[config.mk]
export PLATFORM = sky130hd
export DESIGN_NAME = eye_aspect_ratio_drowsiness_unit_flat
export DESIGN_NICKNAME = d
export VERILOG_FILES = /design/src/rtl/core/ear_pkg.sv /design/src/rtl/core/ear_in_if.sv /design/src/rtl/core/ear_out_if.sv /design/src/rtl/core/ear_isqrt.sv /design/src/rtl/core/eye_aspect_ratio_drowsiness_unit.sv /design/src/flat_wrapper.sv
export SDC_FILE = /design/constraint.sdc
export NUM_CORES = 1
export LEC_CHECK = 0
export BUFFER_PORTS_ARGS = -buffer_cell sky130_fd_sc_hd__buf_2
export CAP_MARGIN = 15
export CELL_PAD_IN_SITES_DETAIL_PLACEMENT = 1
export CELL_PAD_IN_SITES_GLOBAL_PLACEMENT = 2
export CORE_MARGIN = 2
export CORE_UTILIZATION = 37
export DETAILED_ROUTE_END_ITERATION = 10
export GPL_TIMING_DRIVEN = 0
export PLACE_DENSITY_LB_ADDON = 0.1
export SYNTH_ARGS = -nofsm -noshare
export SYNTH_HDL_FRONTEND = slang
export SYNTH_HIERARCHICAL = 1
export SYNTH_SLANG_ARGS = --single-unit
[constraint.sdc]
create_clock -name clk -period 9.43 [get_ports clk]
set_input_delay 0.4715 -clock clk [delete_from_list [all_inputs] [get_ports clk]]
set_output_delay 0.4715 -clock clk [all_outputs]
set_load 0.01 [all_outputs]
[src/rtl/core/ear_pkg.sv]
`default_nettype none

package ear_pkg;

	localparam int RATIO_BITS     = 12;
	localparam int RUN_BITS       = 16;
	localparam int FRAC_BITS      = 10;
	localparam int Q4_SHIFT       = 8;
	localparam int DIV_STEPS      = 12;
	localparam int DIV_CNT_BITS   = 4;
	localparam int CFG_INDEX_BITS = 1;
	localparam int CFG_DATA_BITS  = 16;

	localparam logic [RATIO_BITS-1:0] RATIO_MAX = {RATIO_BITS{1'b1}};
	localparam logic [RUN_BITS-1:0]   RUN_MAX   = {RUN_BITS{1'b1}};

	localparam logic [RATIO_BITS-1:0] THRESHOLD_RESET = 12'd235;
	localparam logic [RUN_BITS-1:0]   RUN_LIMIT_RESET = 16'd150;

	localparam logic [CFG_INDEX_BITS-1:0] REG_CLOSED_THRESHOLD = 1'b0;
	localparam logic [CFG_INDEX_BITS-1:0] REG_RUN_LIMIT        = 1'b1;

	typedef struct packed {
		logic [RATIO_BITS-1:0] aspect_ratio;
		logic                  eye_closed;
		logic                  drowsy;
		logic [RUN_BITS-1:0]   closed_run;
		logic                  degenerate;
	} result_t;

endpackage

`default_nettype wire

[src/rtl/core/ear_in_if.sv]
`default_nettype none

interface ear_in_if #(
	parameter int COORD_BITS = 12
) ();
	logic                  valid;
	logic                  ready;
	logic [COORD_BITS-1:0] corner_a_x;
	logic [COORD_BITS-1:0] corner_a_y;
	logic [COORD_BITS-1:0] upper_a_x;
	logic [COORD_BITS-1:0] upper_a_y;
	logic [COORD_BITS-1:0] upper_b_x;
	logic [COORD_BITS-1:0] upper_b_y;
	logic [COORD_BITS-1:0] corner_b_x;
	logic [COORD_BITS-1:0] corner_b_y;
	logic [COORD_BITS-1:0] lower_b_x;
	logic [COORD_BITS-1:0] lower_b_y;
	logic [COORD_BITS-1:0] lower_a_x;
	logic [COORD_BITS-1:0] lower_a_y;

	modport source (
		output valid, corner_a_x, corner_a_y, upper_a_x, upper_a_y, upper_b_x, upper_b_y,
		       corner_b_x, corner_b_y, lower_b_x, lower_b_y, lower_a_x, lower_a_y,
		input  ready
	);
	modport sink (
		input  valid, corner_a_x, corner_a_y, upper_a_x, upper_a_y, upper_b_x, upper_b_y,
		       corner_b_x, corner_b_y, lower_b_x, lower_b_y, lower_a_x, lower_a_y,
		output ready
	);
endinterface

`default_nettype wire

[src/rtl/core/ear_out_if.sv]
`default_nettype none

interface ear_out_if ();
	logic                             valid;
	logic                             ready;
	logic [ear_pkg::RATIO_BITS-1:0]   aspect_ratio;
	logic                             eye_closed;
	logic                             drowsy;
	logic [ear_pkg::RUN_BITS-1:0]     closed_run;
	logic                             degenerate;

	modport source (
		output valid, aspect_ratio, eye_closed, drowsy, closed_run, degenerate,
		input  ready
	);
	modport sink (
		input  valid, aspect_ratio, eye_closed, drowsy, closed_run, degenerate,
		output ready
	);
endinterface

`default_nettype wire

[src/rtl/core/ear_isqrt.sv]
`default_nettype none

// Radix-4 digit-by-digit square root, one root bit per cycle.
module ear_isqrt #(
	parameter int ROOT_BITS = 17
) (
	input  wire logic                   clk,
	input  wire logic                   arst_n,
	input  wire logic                   start,
	input  wire logic [2*ROOT_BITS-1:0] radicand,
	output logic      [ROOT_BITS-1:0]   root,
	output logic                        done
);
	localparam int RAD_BITS = 2 * ROOT_BITS;
	localparam int REM_BITS = ROOT_BITS + 2;
	localparam int CNT_BITS = $clog2(ROOT_BITS);

	logic [RAD_BITS-1:0]  rad_q;
	logic [REM_BITS-1:0]  rem_q;
	logic [ROOT_BITS-1:0] root_q;
	logic [CNT_BITS-1:0]  cnt_q;
	logic                 busy_q;
	logic                 done_q;

	logic [REM_BITS+1:0] rem_sh;
	logic [REM_BITS+1:0] trial;
	logic [REM_BITS+1:0] diff;
	logic                ge;

	assign rem_sh = {rem_q, rad_q[RAD_BITS-1 -: 2]};
	assign trial  = {2'b00, root_q, 2'b01};
	assign diff   = rem_sh - trial;
	assign ge     = (rem_sh >= trial);

	always_ff @(posedge clk or negedge arst_n) begin
		if (!arst_n) begin
			busy_q <= 1'b0;
			done_q <= 1'b0;
			cnt_q  <= '0;
		end else if (start) begin
			busy_q <= 1'b1;
			done_q <= 1'b0;
			cnt_q  <= '0;
		end else if (busy_q) begin
			cnt_q <= cnt_q + 1'b1;
			if (cnt_q == CNT_BITS'(ROOT_BITS - 1)) begin
				busy_q <= 1'b0;
				done_q <= 1'b1;
			end
		end else begin
			done_q <= 1'b0;
		end
	end

	always_ff @(posedge clk) begin
		if (start) begin
			rad_q  <= radicand;
			rem_q  <= '0;
			root_q <= '0;
		end else if (busy_q) begin
			rad_q  <= {rad_q[RAD_BITS-3:0], 2'b00};
			rem_q  <= ge ? diff[REM_BITS-1:0] : rem_sh[REM_BITS-1:0];
			root_q <= {root_q[ROOT_BITS-2:0], ge};
		end
	end

	assign root = root_q;
	assign done = done_q;
endmodule

`default_nettype wire

[src/rtl/core/eye_aspect_ratio_drowsiness_unit.sv]
`default_nettype none

// Channel     Direction  Content
// landmarks   in         six eye landmarks of one frame, COORD_BITS per coordinate
// status      out        aspect ratio, closed and drowsy flags, closed run, degenerate flag
// wr_*        in         configuration writes: closed threshold, run limit
//
// An item runs the bit-serial square root three times, then the 12-step restoring divider.
// A single squarer is shared by all six coordinate differences.
// Reset clears the closed run and restores the threshold to 235 and the limit to 150.
// The next item is taken as soon as the previous result sits in the output register;
// a result waits in the last state only while that register is full and not being read.
module eye_aspect_ratio_drowsiness_unit #(
	parameter int COORD_BITS = 12
) (
	input  wire logic                                clk,
	input  wire logic                                arst_n,
	input  wire logic                                wr_en,
	input  wire logic [ear_pkg::CFG_INDEX_BITS-1:0]  wr_index,
	input  wire logic [ear_pkg::CFG_DATA_BITS-1:0]   wr_data,
	ear_in_if.sink                                   landmarks,
	ear_out_if.source                                status
);
	localparam int ROOT_BITS = COORD_BITS + 5;
	localparam int RAD_BITS  = 2 * ROOT_BITS;
	localparam int NUM_BITS  = ROOT_BITS + 1 + ear_pkg::FRAC_BITS;
	localparam int DSH_BITS  = ROOT_BITS + ear_pkg::DIV_STEPS;
	localparam int CHK_BITS  = ROOT_BITS + 1 + ear_pkg::DIV_STEPS;

	localparam logic [2:0] S_IDLE   = 3'd0;
	localparam logic [2:0] S_SQX    = 3'd1;
	localparam logic [2:0] S_SQY    = 3'd2;
	localparam logic [2:0] S_ROOT   = 3'd3;
	localparam logic [2:0] S_DIVCHK = 3'd4;
	localparam logic [2:0] S_DIV    = 3'd5;
	localparam logic [2:0] S_OUT    = 3'd6;

	localparam logic [1:0] DIST_V1 = 2'd0;
	localparam logic [1:0] DIST_V2 = 2'd1;
	localparam logic [1:0] DIST_H  = 2'd2;

	logic [2:0] state_q;
	logic [1:0] dist_q;
	logic [ear_pkg::DIV_CNT_BITS-1:0] cnt_q;

	logic [ear_pkg::RATIO_BITS-1:0] thr_q;
	logic [ear_pkg::RUN_BITS-1:0]   lim_q;
	logic [ear_pkg::RUN_BITS-1:0]   run_q;

	logic [COORD_BITS-1:0] ca_x_q, ca_y_q, ua_x_q, ua_y_q, ub_x_q, ub_y_q;
	logic [COORD_BITS-1:0] cb_x_q, cb_y_q, lb_x_q, lb_y_q, la_x_q, la_y_q;

	logic [2*COORD_BITS-1:0] sq_q;
	logic [ROOT_BITS-1:0]    v1_q, v2_q, h_q;
	logic [NUM_BITS-1:0]     rem_q;
	logic [DSH_BITS-1:0]     dsh_q;
	logic [ear_pkg::RATIO_BITS-1:0] quo_q;
	logic                    sat_q;

	logic             out_valid_q;
	ear_pkg::result_t out_q;

	logic [COORD_BITS-1:0]   p0x, p0y, p1x, p1y, dx, dy, mop;
	logic [2*COORD_BITS-1:0] prod;
	logic [2*COORD_BITS:0]   sq_sum;
	logic                    root_start;
	logic [RAD_BITS-1:0]     radicand;
	logic [ROOT_BITS-1:0]    root;
	logic                    root_done;

	logic                           div_ge;
	logic [DSH_BITS-1:0]            div_diff;
	logic [ear_pkg::RATIO_BITS-1:0] ratio;
	logic                           closed;
	logic [ear_pkg::RUN_BITS-1:0]   run_next;
	logic                           load_out;
	logic                           accept;

	assign accept = landmarks.valid && landmarks.ready;
	assign landmarks.ready = (state_q == S_IDLE);

	always_comb begin
		case (dist_q)
			DIST_V1: begin
				p0x = ua_x_q; p0y = ua_y_q; p1x = la_x_q; p1y = la_y_q;
			end
			DIST_V2: begin
				p0x = ub_x_q; p0y = ub_y_q; p1x = lb_x_q; p1y = lb_y_q;
			end
			default: begin
				p0x = ca_x_q; p0y = ca_y_q; p1x = cb_x_q; p1y = cb_y_q;
			end
		endcase
	end

	assign dx     = (p0x > p1x) ? (p0x - p1x) : (p1x - p0x);
	assign dy     = (p0y > p1y) ? (p0y - p1y) : (p1y - p0y);
	assign mop    = (state_q == S_SQX) ? dx : dy;
	assign prod   = mop * mop;
	assign sq_sum = {1'b0, sq_q} + {1'b0, prod};

	assign root_start = (state_q == S_SQY);
	assign radicand   = RAD_BITS'({sq_sum, {ear_pkg::Q4_SHIFT{1'b0}}});

	ear_isqrt #(
		.ROOT_BITS(ROOT_BITS)
	) u_isqrt (
		.clk      (clk),
		.arst_n   (arst_n),
		.start    (root_start),
		.radicand (radicand),
		.root     (root),
		.done     (root_done)
	);

	assign div_ge   = ({1'b0, rem_q} >= dsh_q);
	assign div_diff = {1'b0, rem_q} - dsh_q;

	assign ratio    = sat_q ? ear_pkg::RATIO_MAX : quo_q;
	assign closed   = (ratio < thr_q);
	assign run_next = !closed ? '0 :
	                  (run_q == ear_pkg::RUN_MAX) ? run_q : (run_q + 1'b1);
	assign load_out = (state_q == S_OUT) && (!out_valid_q || status.ready);

	always_ff @(posedge clk or negedge arst_n) begin
		if (!arst_n) begin
			state_q     <= S_IDLE;
			dist_q      <= DIST_V1;
			cnt_q       <= '0;
			thr_q       <= ear_pkg::THRESHOLD_RESET;
			lim_q       <= ear_pkg::RUN_LIMIT_RESET;
			run_q       <= '0;
			out_valid_q <= 1'b0;
		end else begin
			if (wr_en) begin
				case (wr_index)
					ear_pkg::REG_CLOSED_THRESHOLD: thr_q <= wr_data[ear_pkg::RATIO_BITS-1:0];
					ear_pkg::REG_RUN_LIMIT:        lim_q <= wr_data[ear_pkg::RUN_BITS-1:0];
					default: ;
				endcase
			end

			if (load_out) begin
				out_valid_q <= 1'b1;
				run_q       <= run_next;
			end else if (status.ready) begin
				out_valid_q <= 1'b0;
			end

			case (state_q)
				S_IDLE: begin
					if (accept) begin
						dist_q  <= DIST_V1;
						state_q <= S_SQX;
					end
				end
				S_SQX: state_q <= S_SQY;
				S_SQY: state_q <= S_ROOT;
				S_ROOT: begin
					if (root_done) begin
						if (dist_q == DIST_H) begin
							state_q <= S_DIVCHK;
						end else begin
							dist_q  <= dist_q + 1'b1;
							state_q <= S_SQX;
						end
					end
				end
				S_DIVCHK: begin
					cnt_q   <= '0;
					state_q <= S_DIV;
				end
				S_DIV: begin
					cnt_q <= cnt_q + 1'b1;
					if (cnt_q == ear_pkg::DIV_CNT_BITS'(ear_pkg::DIV_STEPS - 1)) begin
						state_q <= S_OUT;
					end
				end
				S_OUT: begin
					if (load_out) begin
						state_q <= S_IDLE;
					end
				end
				default: state_q <= S_IDLE;
			endcase
		end
	end

	always_ff @(posedge clk) begin
		if (accept) begin
			ca_x_q <= landmarks.corner_a_x;
			ca_y_q <= landmarks.corner_a_y;
			ua_x_q <= landmarks.upper_a_x;
			ua_y_q <= landmarks.upper_a_y;
			ub_x_q <= landmarks.upper_b_x;
			ub_y_q <= landmarks.upper_b_y;
			cb_x_q <= landmarks.corner_b_x;
			cb_y_q <= landmarks.corner_b_y;
			lb_x_q <= landmarks.lower_b_x;
			lb_y_q <= landmarks.lower_b_y;
			la_x_q <= landmarks.lower_a_x;
			la_y_q <= landmarks.lower_a_y;
		end

		if (state_q == S_SQX) begin
			sq_q <= prod;
		end

		if (state_q == S_ROOT && root_done) begin
			case (dist_q)
				DIST_V1: v1_q <= root;
				DIST_V2: v2_q <= root;
				default: h_q  <= root;
			endcase
		end

		// The quotient fits in twelve bits exactly when the numerator is below
		// the divisor scaled by 4096; a zero divisor always saturates.
		if (state_q == S_DIVCHK) begin
			rem_q <= {({1'b0, v1_q} + {1'b0, v2_q}), {ear_pkg::FRAC_BITS{1'b0}}};
			dsh_q <= {h_q, 1'b0, {(ear_pkg::DIV_STEPS - 1){1'b0}}};
			sat_q <= (CHK_BITS'({({1'b0, v1_q} + {1'b0, v2_q}), {ear_pkg::FRAC_BITS{1'b0}}})
			          >= {h_q, 1'b0, {ear_pkg::DIV_STEPS{1'b0}}});
			quo_q <= '0;
		end else if (state_q == S_DIV) begin
			if (div_ge) begin
				rem_q <= div_diff[NUM_BITS-1:0];
			end
			dsh_q <= {1'b0, dsh_q[DSH_BITS-1:1]};
			quo_q <= {quo_q[ear_pkg::RATIO_BITS-2:0], div_ge};
		end

		if (load_out) begin
			out_q.aspect_ratio <= ratio;
			out_q.eye_closed   <= closed;
			out_q.drowsy       <= closed && (run_next >= lim_q);
			out_q.closed_run   <= run_next;
			out_q.degenerate   <= (h_q == '0);
		end
	end

	assign status.valid        = out_valid_q;
	assign status.aspect_ratio = out_q.aspect_ratio;
	assign status.eye_closed   = out_q.eye_closed;
	assign status.drowsy       = out_q.drowsy;
	assign status.closed_run   = out_q.closed_run;
	assign status.degenerate   = out_q.degenerate;
endmodule

`default_nettype wire

[src/flat_wrapper.sv]
// flat-port wrapper written by rule: the top's interface ports become plain ports
module eye_aspect_ratio_drowsiness_unit_flat 
#(
	parameter int COORD_BITS = 12
)
  (clk, arst_n, wr_en, wr_index, wr_data, landmarks_valid, landmarks_corner_a_x, landmarks_corner_a_y, landmarks_upper_a_x, landmarks_upper_a_y, landmarks_upper_b_x, landmarks_upper_b_y, landmarks_corner_b_x, landmarks_corner_b_y, landmarks_lower_b_x, landmarks_lower_b_y, landmarks_lower_a_x, landmarks_lower_a_y, landmarks_ready, status_valid, status_aspect_ratio, status_eye_closed, status_drowsy, status_closed_run, status_degenerate, status_ready);
  ear_in_if #(.COORD_BITS(COORD_BITS)) landmarks_i ();
  ear_out_if status_i ();
  input  wire logic clk;
  input  wire logic arst_n;
  input  wire logic wr_en;
  input  wire logic [ear_pkg::CFG_INDEX_BITS-1:0] wr_index;
  input  wire logic [ear_pkg::CFG_DATA_BITS-1:0] wr_data;
  input wire logic [$bits(landmarks_i.valid)-1:0] landmarks_valid;
  input wire logic [$bits(landmarks_i.corner_a_x)-1:0] landmarks_corner_a_x;
  input wire logic [$bits(landmarks_i.corner_a_y)-1:0] landmarks_corner_a_y;
  input wire logic [$bits(landmarks_i.upper_a_x)-1:0] landmarks_upper_a_x;
  input wire logic [$bits(landmarks_i.upper_a_y)-1:0] landmarks_upper_a_y;
  input wire logic [$bits(landmarks_i.upper_b_x)-1:0] landmarks_upper_b_x;
  input wire logic [$bits(landmarks_i.upper_b_y)-1:0] landmarks_upper_b_y;
  input wire logic [$bits(landmarks_i.corner_b_x)-1:0] landmarks_corner_b_x;
  input wire logic [$bits(landmarks_i.corner_b_y)-1:0] landmarks_corner_b_y;
  input wire logic [$bits(landmarks_i.lower_b_x)-1:0] landmarks_lower_b_x;
  input wire logic [$bits(landmarks_i.lower_b_y)-1:0] landmarks_lower_b_y;
  input wire logic [$bits(landmarks_i.lower_a_x)-1:0] landmarks_lower_a_x;
  input wire logic [$bits(landmarks_i.lower_a_y)-1:0] landmarks_lower_a_y;
  output wire logic [$bits(landmarks_i.ready)-1:0] landmarks_ready;
  output wire logic [$bits(status_i.valid)-1:0] status_valid;
  output wire logic [$bits(status_i.aspect_ratio)-1:0] status_aspect_ratio;
  output wire logic [$bits(status_i.eye_closed)-1:0] status_eye_closed;
  output wire logic [$bits(status_i.drowsy)-1:0] status_drowsy;
  output wire logic [$bits(status_i.closed_run)-1:0] status_closed_run;
  output wire logic [$bits(status_i.degenerate)-1:0] status_degenerate;
  input wire logic [$bits(status_i.ready)-1:0] status_ready;
  assign landmarks_i.valid = landmarks_valid;
  assign landmarks_i.corner_a_x = landmarks_corner_a_x;
  assign landmarks_i.corner_a_y = landmarks_corner_a_y;
  assign landmarks_i.upper_a_x = landmarks_upper_a_x;
  assign landmarks_i.upper_a_y = landmarks_upper_a_y;
  assign landmarks_i.upper_b_x = landmarks_upper_b_x;
  assign landmarks_i.upper_b_y = landmarks_upper_b_y;
  assign landmarks_i.corner_b_x = landmarks_corner_b_x;
  assign landmarks_i.corner_b_y = landmarks_corner_b_y;
  assign landmarks_i.lower_b_x = landmarks_lower_b_x;
  assign landmarks_i.lower_b_y = landmarks_lower_b_y;
  assign landmarks_i.lower_a_x = landmarks_lower_a_x;
  assign landmarks_i.lower_a_y = landmarks_lower_a_y;
  assign landmarks_ready = landmarks_i.ready;
  assign status_valid = status_i.valid;
  assign status_aspect_ratio = status_i.aspect_ratio;
  assign status_eye_closed = status_i.eye_closed;
  assign status_drowsy = status_i.drowsy;
  assign status_closed_run = status_i.closed_run;
  assign status_degenerate = status_i.degenerate;
  assign status_i.ready = status_ready;
  eye_aspect_ratio_drowsiness_unit #(.COORD_BITS(COORD_BITS)) u_core (.clk(clk), .arst_n(arst_n), .wr_en(wr_en), .wr_index(wr_index), .wr_data(wr_data), .landmarks(landmarks_i), .status(status_i));
endmodule
==> flow_summary_export.csv <==
group,metric,value,unit
detailed_routing,drt_iter0_drc,937,
floorplan,start_util,0.375,
sta,slew_headroom,0.361,
detailed_routing,drtPass1Iterations,5,
finish,area_delta_synth_final,24.3,%
worst_hold_path,min_from,"landmarks_corner_b_y[6]",
floorplan,rows,101,
detailed_routing,top_layer,"met4",
global_routing,grt_max_degree,76,
clock_tree,cts_tree,"yes",
global_routing,grt_pass1_vias,23300,
worst_setup_path,max_stage_delay,0.54,ns
yosys,ys_ff_latch,450,
sta,rsz0062_at_grt,"yes",
finish,drive_above_1_share,0.242,
worst_setup_path,startpoint,"u_core/dist_q[0]",
detailed_routing,wl_per_cell,19.9,um
sta,worst_slew_pin_slew,0.959,ns
yosys,synthDistinctLibCells,97,
yosys,synthTopCellsByArea,"edfxtp_1, ha_1, fa_1",
sta,setup_viol,11,
status,violations,"setup timing",
floorplan,ios,199,
worst_hold_path,holdCritPathClass,"in2reg",
sta,hold_viol_final,0,
global_routing,antenna_found_initial,2,
sta,finalCritPeriodShare,1.09,
floorplan,die_h,282,um
yosys,synth_ff_type,"edfxtp_1",
worst_setup_path,crit_fanout,7,
finish,final_common_cell,"edfxtp_1",
yosys,synth_top_area_cell,"edfxtp_1",
clock_tree,numCtsBuffers,52,
yosys,seq_area_frac_synth,0.439,
yosys,synth_area,28500,um^2
finish,nets,3587,
global_routing,grt_use_total,0.207,
floorplan,core_area,76100,um^2
sta,fmax,96.9,MHz
sta,layout_setup_ws,-0.887,ns
clock_tree,clkTransAtPathRegs,0.06,ns
worst_setup_path,r2r_slack,-0.89,ns
detailed_routing,met2WireLength,42.3,mm
clock_tree,cts_root_buf,"clkbuf_16",
finish,nFillCells,8381,
worst_setup_path,r2r_cells,53,
worst_setup_path,r2r-start,"u_core/dist_q[0]",
finish,final_cell_mix,"edfxtp_1, inv_1, buf_2",
clock_tree,cts.sinks,450,
placed_design,globalplace.congestion,0.833,
global_routing,overflow,0,
worst_setup_path,critical_path_arrival,10.67,ns
placed_design,place.port_buffers,198,
floorplan,fp.dieW,282,um
detailed_routing,met3_length,2.20,mm
sta,drv_slew,0,
worst_setup_path,r2r-end,"u_core/u_isqrt/rad_q[31]",
detailed_routing,num_vias,21600,
worst_setup_path,crit_slowest_cell,"fa_1",
worst_setup_path,endpoint,"u_core/u_isqrt/rad_q[31]",
sta,clock_skew,0.0336,ns
clock_tree,clk_path_buf_depth,3,
worst_setup_path,critPathLaunchType,"flip-flop",
yosys,synth_edf_count,319,
yosys,synthCells,2701,
flow_run,max_cap_violations,0,
worst_setup_path,crit_type,"reg2reg",
worst_setup_path,worstPathRequired,9.78,ns
floorplan,die-area,79300,um^2
yosys,async_flop_share,0.136,
yosys,synthDominantCellAreaShare,0.336,
sta,tns,-6.17,ns
clock_tree,htreeDepth,2,
finish,fin_util,0.466,
clock_tree,insertion_delay,0.62,ns
worst_setup_path,end_kind,"flip-flop",
sta,fin_crit,10.32,ns
detailed_routing,drc,0,
yosys,ys_warn_count,6,
status,outcome,"finished, violations left",
global_routing,grt_pass1_wl,129,mm
yosys,syn_avg_cell_area,10.6,um^2
detailed_routing,via_per_inst,5.18,
detailed_routing,wirelength,83.1,mm
detailed_routing,antenna_left,0,
detailed_routing,wl_met1,36.2,mm
placed_design,dp_hpwl,61.9,mm
[sequential cells by signal (all words and copies together), names as in the netlist, 16 cells and up]
name and flops:
u_core/dsh_q 29, u_core/u_isqrt/rem_q 19, u_core/u_isqrt/root 17, u_core/rem_q 28, u_core/u_isqrt/rad_q 34, u_core/sq_q 23
u_core/v1_q 17, u_core/v2_q 17, u_core/h_q 17, u_core/status.closed_run 16, u_core/run_q 16, u_core/lim_q 16
[kinds of logic (layout without fill, tap and decap cells)]
| family | count (synthesis) | in the layout | share of synthesized area |
|---|---|---|---|
| simple gates | 686 | 686 | 0.116 |
| compound gates | 605 | 605 | 0.143 |
| flops | 450 | 450 | 0.439 |
| buf+inv | 400 | 827 | 0.0554 |
| fa+ha+maj | 328 | 328 | 0.167 |
| xor+xnor | 117 | 117 | 0.0360 |
| mux | 114 | 114 | 0.0428 |
| other cells | 1 | 12 | 0.000132 |
[final cells by class]
type | count | area (um^2) | area share
well taps | 1030 | 1290 | 0.0364
repair buffers | 338 | 2250 | 0.0635
flip-flops and latches | 450 | 12500 | 0.354
diodes | 3 | 7.51 | 0.000212
clock buffers | 65 | 1470 | 0.0414
inverters | 302 | 1160 | 0.0328
multi-input cells | 1859 | 15700 | 0.444
clock inverters | 32 | 327 | 0.00922
plain buffers | 90 | 678 | 0.0191
[stage by stage]
step	worst slack, ns	hold WS [ns]	cell area, um^2	cells
after floorplan	-0.174	0.176	28800	2709
after global placement	-2.48	0.428	31000	3937
after detailed placement	-2.68	0.358	31200	3944
after CTS	-0.722	0.000400	34300	4108
after global routing	-1.26	0.000152	35400	4169
final	-0.887	0.0247	35400	4169
[worst min path at each step]
stage,end,slack [ns],cells past startpoint
floorplan,u_core/cnt_q[0],0.18,0
global placement,u_core/quo_q[11],0.43,2
detailed placement,u_core/state_q[2],0.36,1
CTS,u_core/cb_x_q[7],0.0004,1
global route,u_core/cb_y_q[6],0.0002,1
finish,u_core/cb_y_q[6],0.02,1
[repair_timing]
action,4_1_cts,5_1_grt
pin swaps,71,56
gates resized for setup,161,129
setup buffers,68,54
endpoints found under the hold margin,11,4
hold buffers,2,4
setup endpoints to repair,29,14
cloned,3,3
[worst max-delay path, delay by kind of cell, from the launching register on]
family          cells  cell delay [ns]
fa+ha+maj           9             3.50
compound gates     16             2.75
buf+inv            16             1.64
simple gates        8             0.95
xor+xnor            3             0.52
flops               1             0.43
mux                 1             0.27
[layer usage]
layer,global-route usage,vias to the layer above
li1,-,10400
met1,0.257,10900
met2,0.374,279
met3,0.0249,114
met4,0.0645,0
met5,0,-
[synthesized netlist by cell type (18+ instances only)]
master / count
a21o_1: 90
a21oi_1: 148
a22o_1: 48
and2_1: 20
and3_1: 20
clkbuf_1: 60
dfrtp_1: 51
dfxtp_1: 70
edfxtp_1: 319
fa_1: 88
ha_1: 240
inv_1: 297
mux2_2: 57
mux2i_1: 55
nand2_1: 170
nand2b_1: 42
nand3_1: 77
nand4_1: 25
nor2_1: 192
nor2b_1: 28
nor3_1: 40
o211ai_1: 18
o21a_1: 28
o21ai_0: 120
or2_2: 31
xnor2_1: 70
xor2_1: 47
Power is left out: the tool's default activity adds up to more than one toggle a clock period on the data nets, which glitch-free logic cannot reach.
